File: config.mk
export PLATFORM = sky130hd
export DESIGN_NAME = rhht_ctrl
export DESIGN_NICKNAME = d
export VERILOG_FILES = /design/src/sv/rhht_pkg.sv /design/src/sv/rhht_ctrl.sv
export SDC_FILE = /design/constraint.sdc
export NUM_CORES = 1
export LEC_CHECK = 0
export ABC_CLOCK_PERIOD_IN_PS = 2000
export BUFFER_PORTS_ARGS = -buffer_cell sky130_fd_sc_hd__buf_2
export CAP_MARGIN = 20
export CORE_AREA = 8 8 45 47
export CTS_BUF_LIST = sky130_fd_sc_hd__clkbuf_8
export CTS_CLUSTER_DIAMETER = 150
export DETAILED_ROUTE_END_ITERATION = 10
export DIE_AREA = 0 0 53 55
export GPL_TIMING_DRIVEN = 0
export HOLD_SLACK_MARGIN = 0.02
export PLACE_DENSITY = 0.47
export SKIP_LAST_GASP = 1
export SYNTH_ARGS = -nofsm -noshare
export SYNTH_HDL_FRONTEND = slang
export SYNTH_SLANG_ARGS = --single-unit
File: constraint.sdc
create_clock -name clk -period 2 [get_ports clk]
set_clock_uncertainty 0.1 [all_clocks]
set_input_delay 0.4 -clock clk [delete_from_list [all_inputs] [get_ports clk]]
set_output_delay 0.4 -clock clk [all_outputs]
set_load 0.01 [all_outputs]
File: src/sv/rhht_pkg.sv
// shared constants, codes and control/status structs of the robin hood hash table
// no dependencies
package rhht_pkg;

	localparam int SLOTS_DEF = 256;
	localparam int KEY_W     = 64;
	localparam int VAL_W     = 64;
	localparam int DIST_W    = 8;
	localparam int DIST_MAX  = 255;
	localparam int FILL_W    = 9;
	localparam int ENTRY_W   = DIST_W + VAL_W + 2 * KEY_W;
	localparam logic [FILL_W-1:0] FILL_RESET = 9'd192;

	localparam logic OP_LOOKUP = 1'b0;
	localparam logic OP_INSERT = 1'b1;

	// controller to datapath
	typedef struct packed {
		logic clr;
		logic load;
		logic refuse;
		logic home_start;
		logic step;
		logic out_load;
	} cmd_t;

	// datapath to controller
	typedef struct packed {
		logic clr_last;
		logic refuse;
		logic home_done;
		logic probe_end;
	} stat_t;

endpackage

File: src/sv/rhht_ctrl.sv
// controller: clearing pass, item sequencing and output register handshake
// uses rhht_pkg
module rhht_ctrl
	import rhht_pkg::*;
(
	input  logic  clk,
	input  logic  arst_n,
	input  logic  s_tvalid,
	output logic  s_tready,
	output logic  m_tvalid,
	input  logic  m_tready,
	output cmd_t  cmd,
	input  stat_t stat
);

	localparam logic [2:0] ST_CLEAR = 3'd0;
	localparam logic [2:0] ST_IDLE  = 3'd1;
	localparam logic [2:0] ST_START = 3'd2;
	localparam logic [2:0] ST_HOME  = 3'd3;
	localparam logic [2:0] ST_ISSUE = 3'd4;
	localparam logic [2:0] ST_EVAL  = 3'd5;
	localparam logic [2:0] ST_DONE  = 3'd6;

	logic [2:0] state_q;
	logic [2:0] state_d;
	logic       out_valid_q;

	always_comb begin
		state_d  = state_q;
		cmd      = '0;
		s_tready = 1'b0;
		case (state_q)
			ST_CLEAR: begin
				cmd.clr = 1'b1;
				if (stat.clr_last) state_d = ST_IDLE;
			end
			ST_IDLE: begin
				s_tready = 1'b1;
				if (s_tvalid) begin
					cmd.load = 1'b1;
					state_d  = ST_START;
				end
			end
			ST_START: begin
				if (stat.refuse) begin
					cmd.refuse = 1'b1;
					state_d    = ST_DONE;
				end else begin
					cmd.home_start = 1'b1;
					state_d        = ST_HOME;
				end
			end
			ST_HOME: begin
				if (stat.home_done) state_d = ST_ISSUE;
			end
			// slot read in flight
			ST_ISSUE: state_d = ST_EVAL;
			ST_EVAL: begin
				cmd.step = 1'b1;
				state_d  = stat.probe_end ? ST_DONE : ST_ISSUE;
			end
			ST_DONE: begin
				if (!out_valid_q || m_tready) begin
					cmd.out_load = 1'b1;
					state_d      = ST_IDLE;
				end
			end
			default: state_d = ST_IDLE;
		endcase
	end

	always_ff @(posedge clk or negedge arst_n) begin
		if (!arst_n) begin
			state_q     <= ST_CLEAR;
			out_valid_q <= 1'b0;
		end else begin
			state_q <= state_d;
			if (cmd.out_load) begin
				out_valid_q <= 1'b1;
			end else if (m_tready) begin
				out_valid_q <= 1'b0;
			end
		end
	end

	assign m_tvalid = out_valid_q;

endmodule

### After elaboration in Yosys (flattened, before gate mapping)

Cells that the tools add are included.
W data, S select, Z words.

| storage, ports and cells | value |
|---|---|
| register bits | 4 |
| output and inout bits | 8 |

| cells by class | value |
|---|---|
| equality and inequality tests | 10 |
| multiplexer cells | 19 |
| reduce and logical (&&, ||, !) cells | 5 |

Operators by type and width:

| cell | number |
|---|---|
| $pmux W3 S7 | 1 |
| $mux W3 | 5 |
| $mux W1 | 11 |
| $eq A3 B3 Y1 const B | 3 |
| $ne A2 B2 Y1 const B | 4 |
| $eq A3 B2 Y1 const B | 2 |
| $mux W2 | 2 |
| $reduce_and A4 Y1 | 1 |
| $eq A3 B1 Y1 const B | 1 |
| $logic_not A3 Y1 | 1 |
| $reduce_bool A2 Y1 | 1 |
| $logic_not A1 Y1 | 1 |
| $logic_or A1 B1 Y1 | 1 |

### Longest topological paths before layout

| depth | value |
|---|---|
| depth in word-level cells | 5 |
| mapped depth | 7 |
| gate-level depth less buffers | 6 |

### Worst setup path after synthesis

OpenSTA, ideal clock, no wires.

| path | value |
|---|---|
| kind | flip-flop to output port |
| start point | register state_q[0] |
| end point | output port cmd[4] in the netlist's numbering |
| arrival time | 1,168 ps |
| data required time | 1,500 ps |
| path slack | 332 ps |
| stages on the path, launching flop included | 5 |
| cell sequence | dfrtp_1 > clkbuf_1 > and2b_1 > nor2b_1 > and2_1 |

RTL lines:

| item | line | source |
|---|---|---|
| start, declared | rhht_ctrl.sv:24 | `logic [2:0] state_q;` |
| start signal, assigned | rhht_ctrl.sv:77 | `state_q <= state_d;` |
| end, declared | rhht_ctrl.sv:12 | `output cmd_t cmd,` |

==> results.yml <==
grt:
  grt_max_degree: 11
  grt_pass1_wl_mm: 1.34
  antenna_found_initial: 0
  grt_pass1_vias: 340
  overflow: 0
  grt_usage: 0.0607
finish:
  layout-drive-gt1-share: 0.387
  antenna_cells: 0
  layout_common_cells: "buf_2, inv_1, nor2_1, dfrtp_1, clkbuf_8"
  layout_commonest_cell: "buf_2"
  fin_nets: 73
  fin_cells: 78
  areaGrowthSynthToFinish_pct: 39.2
  num-fill-cells: 156
  multi_input_area_um2: 233
  final-seq-area_um2: 100
placement:
  pre_cts_slack_ns: 0.263
  io_buffers: 15
  dp.cells: 75
  dp_hpwl_um: 682
  gp_congestion: 0.742
clock_tree:
  cts.clk_slew.worst_paths_ns: 0.03
  cts_num_sinks: 4
  cts_made_buffers: 3
  max-clock-path-buffers: 2
  htreeDepth: 1
  cts_root_buf: "clkbuf_8"
  cts_tree: "done"
  clock_latency_ns: 0.21
die:
  initial_core_util: 0.265
  die_height_um: 55
  pin_count: 16
  coreArea_mm2: 0.00138
  die_w_um: 53
  row_count: 14
  dieArea_mm2: 0.00292
sta:
  worst_slew_pin_slew_ns: 0.254
  maxSlewViolCount: 0
  fmax_mhz: 534
  slew_headroom: 0.830
  rsz0062_at_grt: "false"
  fin_tns_setup_ns: 0
  final.period_utilization: 0.935
  hold_ws_ns: 0.402
  hold_viol: 0
  min_period_ns: 1.87
  setup_slack_ns: 0.129
  setup_violations: 0
route:
  routedWlPerCell_um: 10.9
  antenna_left: 0
  wl_um: 847
  via_per_inst: 4.55
  num_vias: 355
  drtIter0Drc: 8
  drc_errors: 0
  dr.pass1.iters: 4
pwr:
  power_leakage_nw: 0.262
  irDropWorstVdd_uv: 594
  p_per_area_mw_per_mm2: 1390
synth:
  synth_nets: 53
  synth_area_leaders: "dfrtp_1, inv_1, nor2_1, and2_1, ha_1"
  yosysTopAreaCellShare: 0.273
  ys_seq_area_frac: 0.273
  synth_seq_cells: 4
  synth_area_leader_cell: "dfrtp_1"
  synthesis.area_um2: 367
  avgSynthCellArea_um2: 8.33
  synth.distinct_cells: 29
  yosysWarnings: 0
  synthCells: 44
run_status:
  status: "finished, final reports clean"
worst_setup_path:
  worst_setup_path_end_kind: "primary output"
  start_kind: "register"
  critical-path-slowest-cell: "dfrtp_1"
  r2r_start: "state_q[1]"
  max_stage_delay_ns: 0.36
  critPathArrivalTime_ns: 1.37
  path_cells: "buf_6, and2b_1, nor2b_1, and2_1, buf_2"
  r2r_slack_ns: 0.33
  worstPathMaxFanout: 10
  crit_start: "state_q[1]"
  crit_type: "register to primary output"
  cp.required_ns: 1.50
worst_hold_path:
  hold_path.class: "primary input to register"
  min_from: "m_tready"
run:
  cap_violations: 0
## timing repair
action / in CTS / in global routing
setup endpoints to repair: 0 / 4
hold endpoints to repair: 4 / 0
setup buffers: 0 / 0
gates resized for setup: 0 / 1
hold buffers: 1 / 0
## kinds of logic after synthesis
logic type / synth area share
simple gates: 0.328
mux: 0.0580
flops: 0.273
fa+ha+maj: 0.0341
compound gates: 0.215
buf+inv: 0.0921
## path summary, 6_finish.rpt
check / end / depth (start not counted)
max: cmd[4] / 5
min reg2reg: m_tvalid / 2
max reg2reg: state_q[2] / 7
min: m_tvalid / 3
max in group asynchronous: m_tvalid / 2
min in group asynchronous: state_q[1] / 2
## Yosys cell counts, drive strengths merged
cell,instances
o211a,1
mux2,1
o21bai,1
o21ba,1
nor3b,1
nand4b,1
o22ai,1
nand2,2
or3b,1
nor2,4
inv,4
mux2i,1
nand3b,1
ha,1
a21oi,3
dfrtp,4
o21ai,2
a22oi,1
nor2b,2
nand2b,1
and2,2
and2b,1
nor3,2
o2bb2ai,1
clkbuf,1
or3,1
buf,2
## worst max-delay path, delay by kind of cell, from the launching register on
family,cells,cell delay (ns)
buf+inv,2,0.26
simple gates,3,0.53
flops,1,0.36
## routing by layer
layer	GRT usage	vias to the layer above	share of wire
met5	0	-	0
met4	0.0129	0	0
met3	0.0267	0	0.068
met2	0.105	10	0.50
met1	0.0671	154	0.43
li1	-	191	-
## final cells by class
type | count | share of cell area
Sequential cell | 4 | 0.196
Buffer | 2 | 0.0319
Tap cell | 16 | 0.0392
Clock buffer | 3 | 0.0809
Multi-Input combinational cell | 33 | 0.456
Timing Repair Buffer | 16 | 0.167
Inverter | 4 | 0.0294
## power by group
group | total [mW] | switching (mW) | internal [mW]
registers | 0.145 | 0.0339 | 0.111
clock network | 0.166 | 0.0378 | 0.128
logic | 0.398 | 0.198 | 0.201
total | 0.708 | 0.269 | 0.439
## stage by stage
step | utilization | instance area (um2) | power [mW]
after floorplan | - | 367 | 0.446
final | 0.369 | 510 | 0.708
after global routing | 0.369 | 510 | 0.784
after global placement | 0.334 | 462 | 0.559
after CTS | 0.371 | 513 | 0.729
after detailed placement | 0.334 | 462 | 0.554
## registers in the layout, summed over array words and instances (netlist names)
register / flops
m_tvalid: 1
state_q: 3
Note: power is estimated with default switching activity, not from simulation.
